<file path="src/design/ucpe_pkg.sv">
// Shared types, constants and helper functions for the UTF-8 code point escaper.
// Used by ucpe_decode, ucpe_emit and utf8_codepoint_escaper_unit; no dependencies.
package ucpe_pkg;

  localparam logic [7:0] ESC_CHAR   = 8'h5F;
  localparam logic [7:0] DIGIT_ZERO = 8'h30;

  // Lead bytes that narrow the first continuation byte
  localparam logic [7:0] LEAD_E0 = 8'hE0;
  localparam logic [7:0] LEAD_ED = 8'hED;
  localparam logic [7:0] LEAD_F0 = 8'hF0;
  localparam logic [7:0] LEAD_F4 = 8'hF4;

  localparam logic [7:0] CONT_LO = 8'h80;
  localparam logic [7:0] CONT_HI = 8'hBF;

  // Kind of result group produced by one input item
  typedef enum logic [1:0] {
    KIND_PASS = 2'd0,
    KIND_ESC  = 2'd1,
    KIND_ERR  = 2'd2
  } kind_t;

  // One group of results, handed from the decoder to the output serializer
  typedef struct packed {
    kind_t            kind;
    logic [3:0][7:0]  bytes;     // original sequence bytes, first byte in [0]
    logic [3:0]       count;     // number of result bytes in the group
    logic [20:0]      cp;        // code point for the decimal escape
    logic [2:0]       pow;       // power of ten of the leading digit
    logic             word_end;
  } group_t;

  // Letter, digit and listed-block test on a code point
  function automatic logic in_ranges(input logic [20:0] cp);
    logic hit;
    hit = (cp >= 21'h00041 && cp <= 21'h0005A) ||
          (cp >= 21'h00061 && cp <= 21'h0007A) ||
          (cp >= 21'h00030 && cp <= 21'h00039) ||
          (cp >= 21'h000C0 && cp <= 21'h000D6) ||
          (cp >= 21'h000D8 && cp <= 21'h000F6) ||
          (cp >= 21'h000F8 && cp <= 21'h002FF) ||
          (cp >= 21'h00370 && cp <= 21'h0037D) ||
          (cp >= 21'h0037F && cp <= 21'h01FFF) ||
          (cp >= 21'h0200C && cp <= 21'h0200D) ||
          (cp >= 21'h02070 && cp <= 21'h0218F) ||
          (cp >= 21'h02C00 && cp <= 21'h02FEF) ||
          (cp >= 21'h03001 && cp <= 21'h0D7FF) ||
          (cp >= 21'h0F900 && cp <= 21'h0FDCF) ||
          (cp >= 21'h0FDF0 && cp <= 21'h0FFFD) ||
          (cp >= 21'h10000 && cp <= 21'hEFFFF);
    return hit;
  endfunction

  // Number of decimal digits of a code point, 1 to 7
  function automatic logic [2:0] num_digits(input logic [20:0] cp);
    logic [2:0] nd;
    nd = 3'd1;
    if (cp >= 21'd10)      nd = 3'd2;
    if (cp >= 21'd100)     nd = 3'd3;
    if (cp >= 21'd1000)    nd = 3'd4;
    if (cp >= 21'd10000)   nd = 3'd5;
    if (cp >= 21'd100000)  nd = 3'd6;
    if (cp >= 21'd1000000) nd = 3'd7;
    return nd;
  endfunction

  // Power of ten selected by digit position
  function automatic logic [23:0] pow10(input logic [2:0] i);
    logic [23:0] p;
    case (i)
      3'd0:    p = 24'd1;
      3'd1:    p = 24'd10;
      3'd2:    p = 24'd100;
      3'd3:    p = 24'd1000;
      3'd4:    p = 24'd10000;
      3'd5:    p = 24'd100000;
      3'd6:    p = 24'd1000000;
      default: p = 24'd1;
    endcase
    return p;
  endfunction

endpackage

</file>
<file path="src/design/utf8_codepoint_escaper_unit.sv">
// Top level of the UTF-8 code point escaper: stream ports, decoder and serializer.
// Depends on ucpe_pkg, ucpe_decode and ucpe_emit.
//
// Takes one byte of a UTF-8 word per cycle while the serializer is free, decodes
// strict UTF-8 and writes the escaped text one byte per cycle unless m_tready
// holds it. A code point in a letter, digit or listed block comes out as its
// original bytes; any other one as an underscore, its decimal value and an
// underscore; a bad or cut-off sequence as one error item with a zero byte. An
// input byte that completes nothing gives no output. A byte that yields k output
// items (1 to 9) holds the serializer until the last of them is sent, and the
// next byte, whether it yields output or not, is taken as that last item goes,
// so plain text flows at one byte per cycle when the output does not stall. The
// serializer's single output byte per cycle sets that figure. tuser on the
// output carries run_last in bit 0 and error in bit 1.
module utf8_codepoint_escaper_unit
  import ucpe_pkg::*;
(
  input  logic        clk,
  input  logic        rst,
  input  logic        s_tvalid,
  output logic        s_tready,
  input  logic [7:0]  s_tdata,    // [7:0] in_byte
  input  logic        s_tlast,    // word_end
  output logic        m_tvalid,
  input  logic        m_tready,
  output logic [7:0]  m_tdata,    // [7:0] out_byte
  output logic        m_tlast,    // word_done
  output logic [1:0]  m_tuser     // [0] run_last, [1] error
);

  logic   accept;
  logic   grp_has;
  logic   free;
  group_t grp;

  assign s_tready = free;
  assign accept   = s_tvalid && s_tready;

  // Decoder
  ucpe_decode u_decode (
    .clk      (clk),
    .rst      (rst),
    .accept   (accept),
    .in_byte  (s_tdata),
    .word_end (s_tlast),
    .grp_has  (grp_has),
    .grp      (grp)
  );

  // Serializer and output register
  ucpe_emit u_emit (
    .clk      (clk),
    .rst      (rst),
    .load     (accept && grp_has),
    .grp      (grp),
    .free     (free),
    .m_tvalid (m_tvalid),
    .m_tready (m_tready),
    .m_tdata  (m_tdata),
    .m_tlast  (m_tlast),
    .m_tuser  (m_tuser)
  );

endmodule

</file>
<file path="src/design/ucpe_decode.sv">
// Strict UTF-8 decoder: sequence state and per-item result group.
// Depends on ucpe_pkg.
module ucpe_decode
  import ucpe_pkg::*;
(
  input  logic        clk,
  input  logic        rst,
  input  logic        accept,     // input item taken this cycle
  input  logic [7:0]  in_byte,
  input  logic        word_end,
  output logic        grp_has,    // item yields at least one result
  output group_t      grp
);

  logic [2:0]  seen;
  logic [2:0]  expct;
  logic [20:0] code;
  logic [7:0]  held [0:2];

  logic [2:0]  seen_next;
  logic [2:0]  expct_next;
  logic [20:0] code_next;
  logic        held_we;
  logic [1:0]  held_idx;

  logic        start;
  logic        complete;
  logic        fail;
  logic [20:0] cp_val;
  logic [2:0]  len_val;
  logic [3:0][7:0] bytes_val;
  logic [7:0]  lo;
  logic [7:0]  hi;
  logic [20:0] cont_code;
  logic [2:0]  seen_inc;
  logic [2:0]  nd;

  // Lead and continuation decode
  always_comb begin
    seen_next  = seen;
    expct_next = expct;
    code_next  = code;
    held_we    = 1'b0;
    held_idx   = seen[1:0];
    start      = 1'b0;
    complete   = 1'b0;
    fail       = 1'b0;
    cp_val     = code;
    len_val    = 3'd1;
    bytes_val  = '0;
    lo         = CONT_LO;
    hi         = CONT_HI;
    cont_code  = {code[14:0], in_byte[5:0]};
    seen_inc   = seen + 3'd1;
    if (expct == 3'd0) begin
      if (in_byte < 8'h80) begin
        complete     = 1'b1;
        cp_val       = {13'd0, in_byte};
        len_val      = 3'd1;
        bytes_val[0] = in_byte;
      end else if (in_byte >= 8'hC2 && in_byte <= 8'hDF) begin
        start      = 1'b1;
        expct_next = 3'd2;
        code_next  = {16'd0, in_byte[4:0]};
      end else if (in_byte >= 8'hE0 && in_byte <= 8'hEF) begin
        start      = 1'b1;
        expct_next = 3'd3;
        code_next  = {17'd0, in_byte[3:0]};
      end else if (in_byte >= 8'hF0 && in_byte <= 8'hF4) begin
        start      = 1'b1;
        expct_next = 3'd4;
        code_next  = {18'd0, in_byte[2:0]};
      end else begin
        fail = 1'b1;
      end
      if (start) begin
        held_we   = 1'b1;
        held_idx  = 2'd0;
        seen_next = 3'd1;
        if (word_end) begin
          fail       = 1'b1;
          seen_next  = 3'd0;
          expct_next = 3'd0;
          code_next  = '0;
        end
      end
    end else begin
      // first continuation byte narrowed by the lead byte
      if (seen == 3'd1) begin
        if (held[0] == LEAD_E0)      lo = 8'hA0;
        else if (held[0] == LEAD_ED) hi = 8'h9F;
        else if (held[0] == LEAD_F0) lo = 8'h90;
        else if (held[0] == LEAD_F4) hi = 8'h8F;
      end
      if (in_byte < lo || in_byte > hi) begin
        fail       = 1'b1;
        seen_next  = 3'd0;
        expct_next = 3'd0;
        code_next  = '0;
      end else if (seen_inc >= expct) begin
        complete     = 1'b1;
        cp_val       = cont_code;
        len_val      = seen_inc;
        bytes_val[0] = held[0];
        bytes_val[1] = held[1];
        bytes_val[2] = held[2];
        bytes_val[seen[1:0]] = in_byte;
        seen_next    = 3'd0;
        expct_next   = 3'd0;
        code_next    = '0;
      end else begin
        held_we   = 1'b1;
        seen_next = seen_inc;
        code_next = cont_code;
        if (word_end) begin
          fail       = 1'b1;
          seen_next  = 3'd0;
          expct_next = 3'd0;
          code_next  = '0;
        end
      end
    end
  end

  // Result group for the serializer
  assign nd = num_digits(cp_val);

  always_comb begin
    grp_has      = fail || complete;
    grp.bytes    = bytes_val;
    grp.cp       = cp_val;
    grp.pow      = nd - 3'd1;
    grp.word_end = word_end;
    if (fail) begin
      grp.kind  = KIND_ERR;
      grp.count = 4'd1;
    end else if (in_ranges(cp_val)) begin
      grp.kind  = KIND_PASS;
      grp.count = {1'b0, len_val};
    end else begin
      grp.kind  = KIND_ESC;
      grp.count = {1'b0, nd} + 4'd2;
    end
  end

  // Sequence state
  always_ff @(posedge clk) begin
    if (rst) begin
      seen  <= '0;
      expct <= '0;
      code  <= '0;
    end else if (accept) begin
      seen  <= seen_next;
      expct <= expct_next;
      code  <= code_next;
    end
  end

  // Held sequence bytes, no reset
  always_ff @(posedge clk) begin
    if (accept && held_we && held_idx != 2'd3) begin
      held[held_idx] <= in_byte;
    end
  end

endmodule

</file>
<file path="src/design/ucpe_emit.sv">
// Output serializer: group register, decimal digit generation and output register.
// Depends on ucpe_pkg.
module ucpe_emit
  import ucpe_pkg::*;
(
  input  logic        clk,
  input  logic        rst,
  input  logic        load,       // new group from the decoder
  input  group_t      grp,
  output logic        free,       // group register can take a group this cycle
  output logic        m_tvalid,
  input  logic        m_tready,
  output logic [7:0]  m_tdata,    // [7:0] out_byte
  output logic        m_tlast,    // word_done
  output logic [1:0]  m_tuser     // [0] run_last, [1] error
);

  logic        gvalid;
  group_t      g;
  logic [3:0]  gidx;
  logic [20:0] grem;
  logic [2:0]  gpow;

  logic        emit;
  logic        last;
  logic        gdone;
  logic        digit_phase;
  logic [23:0] pw;
  logic [23:0] mult;
  logic [23:0] sub;
  logic [3:0]  dig;
  logic [20:0] grem_next;
  logic [7:0]  byte_sel;

  assign emit  = gvalid && (!m_tvalid || m_tready);
  assign last  = (gidx == g.count - 4'd1);
  assign gdone = emit && last;
  assign free  = !gvalid || gdone;

  assign digit_phase = (g.kind == KIND_ESC) && (gidx != 4'd0) && !last;

  // Leading digit of the remainder at the current power of ten
  always_comb begin
    pw   = pow10(gpow);
    sub  = '0;
    dig  = '0;
    mult = '0;
    for (int k = 1; k <= 9; k++) begin
      mult = pw * 24'(k);
      if ({3'd0, grem} >= mult) begin
        sub = mult;
        dig = 4'(k);
      end
    end
    grem_next = grem - sub[20:0];
  end

  // Byte for the current position of the group
  always_comb begin
    case (g.kind)
      KIND_PASS: byte_sel = g.bytes[gidx[1:0]];
      KIND_ESC:  byte_sel = digit_phase ? (DIGIT_ZERO + {4'd0, dig}) : ESC_CHAR;
      default:   byte_sel = 8'd0;
    endcase
  end

  // Group register control
  always_ff @(posedge clk) begin
    if (rst) begin
      gvalid <= 1'b0;
    end else if (load) begin
      gvalid <= 1'b1;
    end else if (gdone) begin
      gvalid <= 1'b0;
    end
  end

  // Group payload and position
  always_ff @(posedge clk) begin
    if (load) begin
      g    <= grp;
      gidx <= '0;
      grem <= grp.cp;
      gpow <= grp.pow;
    end else if (emit) begin
      gidx <= gidx + 4'd1;
      if (digit_phase) begin
        grem <= grem_next;
        gpow <= gpow - 3'd1;
      end
    end
  end

  // Output register
  always_ff @(posedge clk) begin
    if (rst) begin
      m_tvalid <= 1'b0;
    end else if (emit) begin
      m_tvalid <= 1'b1;
    end else if (m_tready) begin
      m_tvalid <= 1'b0;
    end
  end

  always_ff @(posedge clk) begin
    if (emit) begin
      m_tdata    <= byte_sel;
      m_tlast    <= last && g.word_end;
      m_tuser[0] <= last;
      m_tuser[1] <= (g.kind == KIND_ERR);
    end
  end

endmodule
</file>
<file path="config.mk">
export PLATFORM = sky130hd
export DESIGN_NAME = utf8_codepoint_escaper_unit
export DESIGN_NICKNAME = d
export VERILOG_FILES = /design/src/design/ucpe_pkg.sv /design/src/design/utf8_codepoint_escaper_unit.sv /design/src/design/ucpe_decode.sv /design/src/design/ucpe_emit.sv
export SDC_FILE = /design/constraint.sdc
export NUM_CORES = 1
export LEC_CHECK = 0
export ABC_AREA = 1
export BUFFER_PORTS_ARGS = -buffer_cell sky130_fd_sc_hd__buf_2
export CAP_MARGIN = 20
export CORE_ASPECT_RATIO = 0.75
export CORE_MARGIN = 2
export CORE_UTILIZATION = 40
export CTS_CLUSTER_DIAMETER = 80
export CTS_CLUSTER_SIZE = 10
export DETAILED_ROUTE_END_ITERATION = 16
export PLACE_DENSITY_LB_ADDON = 0.1
export REMOVE_ABC_BUFFERS = 1
export SETUP_SLACK_MARGIN = 0.05
export SYNTH_ARGS = -nofsm -noshare
export SYNTH_HDL_FRONTEND = slang
export SYNTH_HIERARCHICAL = 1
export SYNTH_SLANG_ARGS = --single-unit
</file>
<file path="constraint.sdc">
create_clock -name clk -period 9 [get_ports clk]
set_input_delay 0.45 -clock clk [delete_from_list [all_inputs] [get_ports clk]]
set_output_delay 0.45 -clock clk [all_outputs]
set_load 0.02 [all_outputs]
</file>
# --- After elaboration in Yosys (flattened, before gate mapping) ---
# Memory sizes are Yosys's and may differ from the RTL's.
# Index checks and enable logic that the tools add are counted.
# W data, S select, Z words.
totals:
  ff_bits: 107
  mem_bits_rw: 24
  input_bits: 13
  output_inout_bits: 13
  elab_cells: 289
  mem_count: 1
classes:
  addsub: 8
  multipliers: 5
  order_cmp: 58
  n_eq_ne: 16
  n_mux: 119
  bitwise: 1
  reduce_logical: 62
memory_table:
  columns: ["memory", "words", "width", "read_ports", "rd_clocked_by_memory_dff", "wr", "line", "source"]
  rows:
  - ["u_decode.held", 3, 8, 3, 0, 1, "ucpe_decode.sv:18", "logic [7:0] held [0:2];"]
ops:
  columns: ["operator", "n"]
  rows:
  - ["$mux W21", 25]
  - ["$mux W8", 16]
  - ["$pmux W20 S6", 1]
  - ["$ge A21 B14 Y1 const B", 5]
  - ["$ge A21 B23 Y1", 4]
  - ["$mux W3", 30]
  - ["$ge A21 B10 Y1 const B", 3]
  - ["$ge A21 B7 Y1 const B", 3]
  - ["$ge A21 B8 Y1 const B", 3]
  - ["$le A21 B14 Y1 const B", 3]
  - ["$le A21 B16 Y1 const B", 3]
  - ["$mul A20 B3 Y23 const B", 2]
  - ["$ge A21 B22 Y1", 2]
  - ["$mul A20 B2 Y22 const B", 2]
  - ["$ge A21 B16 Y1 const B", 2]
  - ["$ge A21 B17 Y1 const B", 2]
  - ["$le A21 B10 Y1 const B", 2]
  - ["$le A21 B7 Y1 const B", 2]
  - ["$le A21 B8 Y1 const B", 2]
  - ["$bwmux W32", 1]
  - ["$eq A8 B8 Y1 const B", 4]
  - ["$mux W1", 32]
  - ["$logic_and A1 B1 Y1", 28]
  - ["$ge A21 B24 Y1", 1]
  - ["other kinds (49)", 91]

# --- Depth between registers and ports, before layout ---
# An unclocked memory read counts as a cell.
depth:
  depth_word: 29
  ltp_mapped: 56
  mapped_depth_nobuf: 54

# --- Cells and area by module ---
# The synthesis kept the hierarchy.
modules_own_cells:
  columns: ["module", "n_inst", "cells_per_inst", "area_each_um2", "seq_area_each_um2"]
  rows:
  - ["ucpe_emit", 1, 1746, 12421.9, 2342.2]
  - ["ucpe_decode", 1, 931, 5676.7, 1261.2]
  - ["utf8_codepoint_escaper_unit", 1, 4, 17.5, 0.0]

# --- Worst setup path after synthesis ---
# OpenSTA, ideal clock, no wires.
synth_path:
  kind: "flip-flop to flip-flop"
  from: "register u_emit.gpow[0]"
  to: "register u_emit.grem[19] (data pin)"
  setup_ns: 0.254
  arrival_time_ns: 8.996
  required_ns: 8.746
  setup_slack_ns: -0.250
  stages_incl_launch_ff: 56
  path_buffers: 4
  synth_period_minus_slack_ns: 9.250
  path_cell_list: "edfxtp_1 -> inv_1 -> ha_1 -> clkbuf_1 -> inv_1 -> nor2_1 -> inv_1 -> ha_1 -> nand3_2 -> clkbuf_1 -> nand2_1 -> inv_1 -> fa_1 -> ha_1 -> inv_1 -> o21ai_0 -> inv_1 -> o211ai_1 -> [... 20 more ...] -> ha_1 -> nand3_1 -> nand2_1 -> nand2_1 -> nand2_1 -> a21oi_1 -> o21ai_0 -> a21oi_1 -> o21ai_0 -> inv_1 -> nor2_1 -> nor2_1 -> o21ai_0 -> a21oi_1 -> inv_1 -> nand2_1 -> nand3_1 -> nand2_1"
synth_between:
  elab_chain_cells: 16
  elab_cells_between_ends: 34
  cone_classes: "add/sub: 1; mul: 5; order compare: 9; eq/ne: 6; mux: 13"
synth_rtl:
  columns: ["element", "line", "source"]
  rows:
  - ["from (decl)", "ucpe_emit.sv:22", "logic [2:0] gpow;"]
  - ["from (signal assigned)", "ucpe_emit.sv:84", "gpow <= grp.pow;"]
  - ["from (signal assigned)", "ucpe_emit.sv:89", "gpow <= gpow - 3'd1;"]
  - ["$eq A3 B3 Y1, or another cell as far along", "ucpe_pkg.sv:71", "case (i)"]
  - ["$pmux W20 S6 (*)", "ucpe_pkg.sv:71", null]
  - ["parallel branches: the longest is 9 deep, another holds $mul A20 B2 Y22", null, null]
  - ["$mux W21 (*)", "ucpe_emit.sv:50", "if ({3'd0, grem} >= mult) begin"]
  - ["$sub A21 B21 Y21 (*)", "ucpe_emit.sv:55", "grem_next = grem - sub[20:0];"]
  - ["$mux W21 (*)", "ucpe_emit.sv:87", "if (digit_phase) begin"]
  - ["$mux W21 (*)", "ucpe_emit.sv:85", "end else if (emit) begin"]
  - ["$mux W21 (*)", "ucpe_emit.sv:80", "if (load) begin"]
  - ["to (signal assigned)", "ucpe_emit.sv:83", "grem <= grp.cp;"]
  - ["to (signal assigned)", "ucpe_emit.sv:88", "grem <= grem_next;"]
  - ["to (decl)", "ucpe_emit.sv:21", "logic [20:0] grem;"]
# Every way passes the cells marked *. The select of a mux whose other input is x is not followed.
# A chain may end at the register's enable or synchronous reset.

# --- Worst setup path in the final report ---
layout_path:
  from: "register u_emit.gpow[0]"
  to: "register u_emit.grem[18] (data pin)"
# Same word-level chain as after synthesis.

==> results_dict.tcl <==
set metrics [dict create \
    pwr_density_cell_nw_per_um2 382 \
    finalSetupViolCount 0 \
    leakage_nw 9.54 \
    pwr-share-seq 0.134 \
    final_cell_mix "nand2_1, inv_1, ha_1, a21oi_1, nor2_1" \
    post-route-period-util 0.927 \
    grt.total_usage 0.322 \
    dr.pass1.iters 6 \
    fin_nets 3024 \
    design_area_um2 20000 \
    clkTransAtPathRegs_ns 0.07 \
    fin_ws_ns 0.661 \
    ff2ff_path_depth 52 \
    p_comb_frac 0.767 \
    synth_cell_types 69 \
    gp_congestion 1.03 \
    vias_per_cell 5.79 \
    synthToLayoutAreaGrowth_pct 10.2 \
    critPathMaxFanout 10 \
    wl_mm 76.4 \
    worstMarginPinSlew_ns 0.946 \
    async_flop_share 0 \
    ctsLongestPathBuffers 2 \
    n_fill_cell 4742 \
    r2r-end "u_emit/grem[18]" \
    final_common_cell "nand2_1" \
    cts_buffers 17 \
    synth_edf_count 98 \
    start_util 0.405 \
    worstPathRequired_ns 9.20 \
    seq_area_frac_synth 0.199 \
    drv_cap 0 \
    hold_viol_final 0 \
    crit_buf_inv 12 \
    syn_inst 2681 \
    utilization 0.447 \
    grt_pass1_wl_mm 114 \
    min_to "u_emit/g[0]" \
    ys_ff_latch 131 \
    critPathKind "flip-flop to flip-flop" \
    p_sw_mw 4.41 \
    vdd_ir_drop_max_mv 0.202 \
    status "finished clean" \
    placed_cell_area_um2 19100 \
    grt_max_degree 74 \
    cts.sinks 131 \
    rsz0062_at_grt "false" \
    antenna_found_initial 0 \
    vias 19355 \
    ant_nets 0 \
    core_area_um2 44700 \
    max_freq_mhz 120 \
    ys_warn_count 6 \
    ioPinCount 26 \
    max_slew_margin 0.369 \
    cp_top_family "simple AND/OR/NAND/NOR gates" \
    drive_above_1_share 0.109 \
    switching_share 0.579 \
    synth_flop_cell "edfxtp_1" \
    fp.dieArea_um2 47000 \
    hold_path.startpoint "s_tlast" \
    grt_pass1_vias 17711 \
    cts_root_buffer "clkbuf_16" \
    end_kind "flip-flop" \
    r2r_setup_slack_ns 0.66 \
    crit_path_frequent_cell "nand2_1" \
    globalRouteOverflowTotal 0 \
    worstHoldPathType "input pin to flip-flop" \
    clock_latency_ns 0.45 \
    p_int_mw 3.21 \
    clock_skew_ns 0.0198 \
    crit_slowest_cell "edfxtp_1" \
    htreeDepth 4 \
    cts_tree "yes" \
    pre_cts_ws_ns 0.219 \
    rows 67 \
    drcViolationCount 0 \
    netlist_area_um2 18100 \
    synth.avg_cell_area_um2 6.76 \
    wire_per_inst_um 22.9 \
    slew_violations 0 \
    initialDrtViolationCount 2139 \
    fin_cells 3340 \
    io_buffers 25 \
    die_w_um 250 \
    startpoint_type "flip-flop" \
    die_y_um 188 \
    worstPathArrival_ns 8.54 \
    finalCriticalPeriod_ns 8.34 \
    cp_slowest_stage_delay_ns 0.44 \
    clkPwrFrac 0.099 \
    dp.cells 3290 \
    dp_hpwl_mm 60.8 \
    holdPathStages 1 \
    r2r_start "u_emit/gpow[0]" \
]
==> cell usage after synthesis (7+ instances only) <==
cell type	count	area (µm²)
nand2_1	720	2700
inv_1	282	1060
ha_1	256	3200
a21oi_1	247	1240
nor2_1	220	826
nand3_1	153	766
o21ai_0	123	616
edfxtp_1	98	2940
nand4_1	52	325
xor2_1	41	359
clkbuf_1	38	143
nor3_1	38	190
nand2_2	34	213
dfxtp_1	33	661
o21ai_1	24	120
inv_2	23	86.3
nor4_1	17	106
o211ai_1	17	128
xnor2_1	17	149
a32oi_1	16	140
fa_1	15	300
buf_2	14	70.1
nand3b_1	14	105
nor2_2	12	75.1
or2_2	12	75.1
a31oi_1	11	68.8
a21o_1	9	67.6
a22oi_1	9	67.6
buf_6	9	101
nor2_4	9	101
nand2_4	8	90.1
nand3_2	8	80.1
a311oi_1	7	61.3
==> layout make-up <==
class / instances / area [µm²] / area share
Multi-Input combinational cell: 2171 / 13100 / 0.654
Sequential cell: 131 / 3600 / 0.180
Inverter: 309 / 1170 / 0.0587
Timing Repair Buffer: 110 / 772 / 0.0387
Tap cell: 586 / 733 / 0.0367
Clock buffer: 18 / 429 / 0.0215
Clock inverter: 14 / 189 / 0.00946
Antenna cell: 1 / 2.50 / 0.000125
==> state kept, by name (all words and copies together) (netlist names) <==
name / cells
u_emit/g: 39
u_emit/grem: 21
u_emit/m_tuser: 2
u_decode/code: 21
u_emit/gpow: 3
u_emit/m_tdata: 8
u_emit/m_tlast: 1
u_decode/expct: 3
u_emit/gvalid: 1
u_emit/gidx: 4
u_emit/m_tvalid: 1
u_decode/held: 24
u_decode/seen: 3
==> worst max-delay path by stage <==
stage	depth (start not counted)	end	start	slack (ns)
2_1_floorplan	51	u_emit/grem[19]	u_emit/gpow[0]	-0.02
3_3_place_gp	47	u_emit/grem[18]	u_emit/gpow[0]	0.33
3_5_place_dp	52	u_emit/grem[17]	u_emit/gpow[0]	0.22
4_1_cts	52	u_emit/grem[17]	u_emit/gpow[0]	0.16
5_1_grt	52	u_emit/grem[18]	u_emit/gpow[0]	0.01
6_report	52	u_emit/grem[18]	u_emit/gpow[0]	0.66
==> worst register-to-register path, delay by kind of cell, from the launching register on <==
kind	cells	cell delay, ns
AO/OA/AOI/OAI	8	1.18
XOR/XNOR	1	0.14
adder cells (fa/ha/maj)	6	1.77
buffers and inverters	12	1.53
flip-flops	1	0.44
AND/OR/NAND/NOR	25	3.01
==> power by group through the flow <==
stage | sequential (mW) | combinational, mW | clock, mW
5_1_grt | 1.03 | 6.42 | 0.795
4_1_cts | 1.01 | 5.54 | 0.767
2_1_floorplan | 0.958 | 3.57 | 0
3_3_place_gp | 1.02 | 5.46 | 0
3_5_place_dp | 1.03 | 5.51 | 0
6_report | 1.02 | 5.85 | 0.753
==> cell families after synthesis <==
family / after synthesis / synth area share
AO/OA/AOI/OAI: 525 / 0.170
XOR/XNOR: 58 / 0.0280
adder cells (fa/ha/maj): 271 / 0.193
buffers and inverters: 379 / 0.0845
flip-flops: 131 / 0.199
other: 3 / 0.000622
AND/OR/NAND/NOR: 1314 / 0.325
==> per-stage QoR <==
step	hold WS, ns	setup TNS, ns	power [mW]
floorplan	0.462	-0.0205	4.53
global placement	0.486	0	6.48
detailed placement	0.491	0	6.53
CTS	0.238	0	7.32
global route	0.246	0	8.24
finish	0.259	0	7.62
==> layer usage <==
| layer | GRT usage | routed length (µm) |
|---|---|---|
| met5 | 0.00102 | 0 |
| met2 | 0.421 | 28600 |
| met4 | 0.0540 | 843 |
| met3 | 0.0760 | 7540 |
| met1 | 0.521 | 39400 |
==> timing repair <==
| item | CTS | global route |
|---|---|---|
| hold endpoints to repair | 0 | 0 |
| setup endpoints to repair | 0 | 15 |
| buffers inserted | 0 | 17 |
| hold buffers | 0 | 0 |
| gates resized for setup | 0 | 33 |
Power figures use the tool's default switching activity.
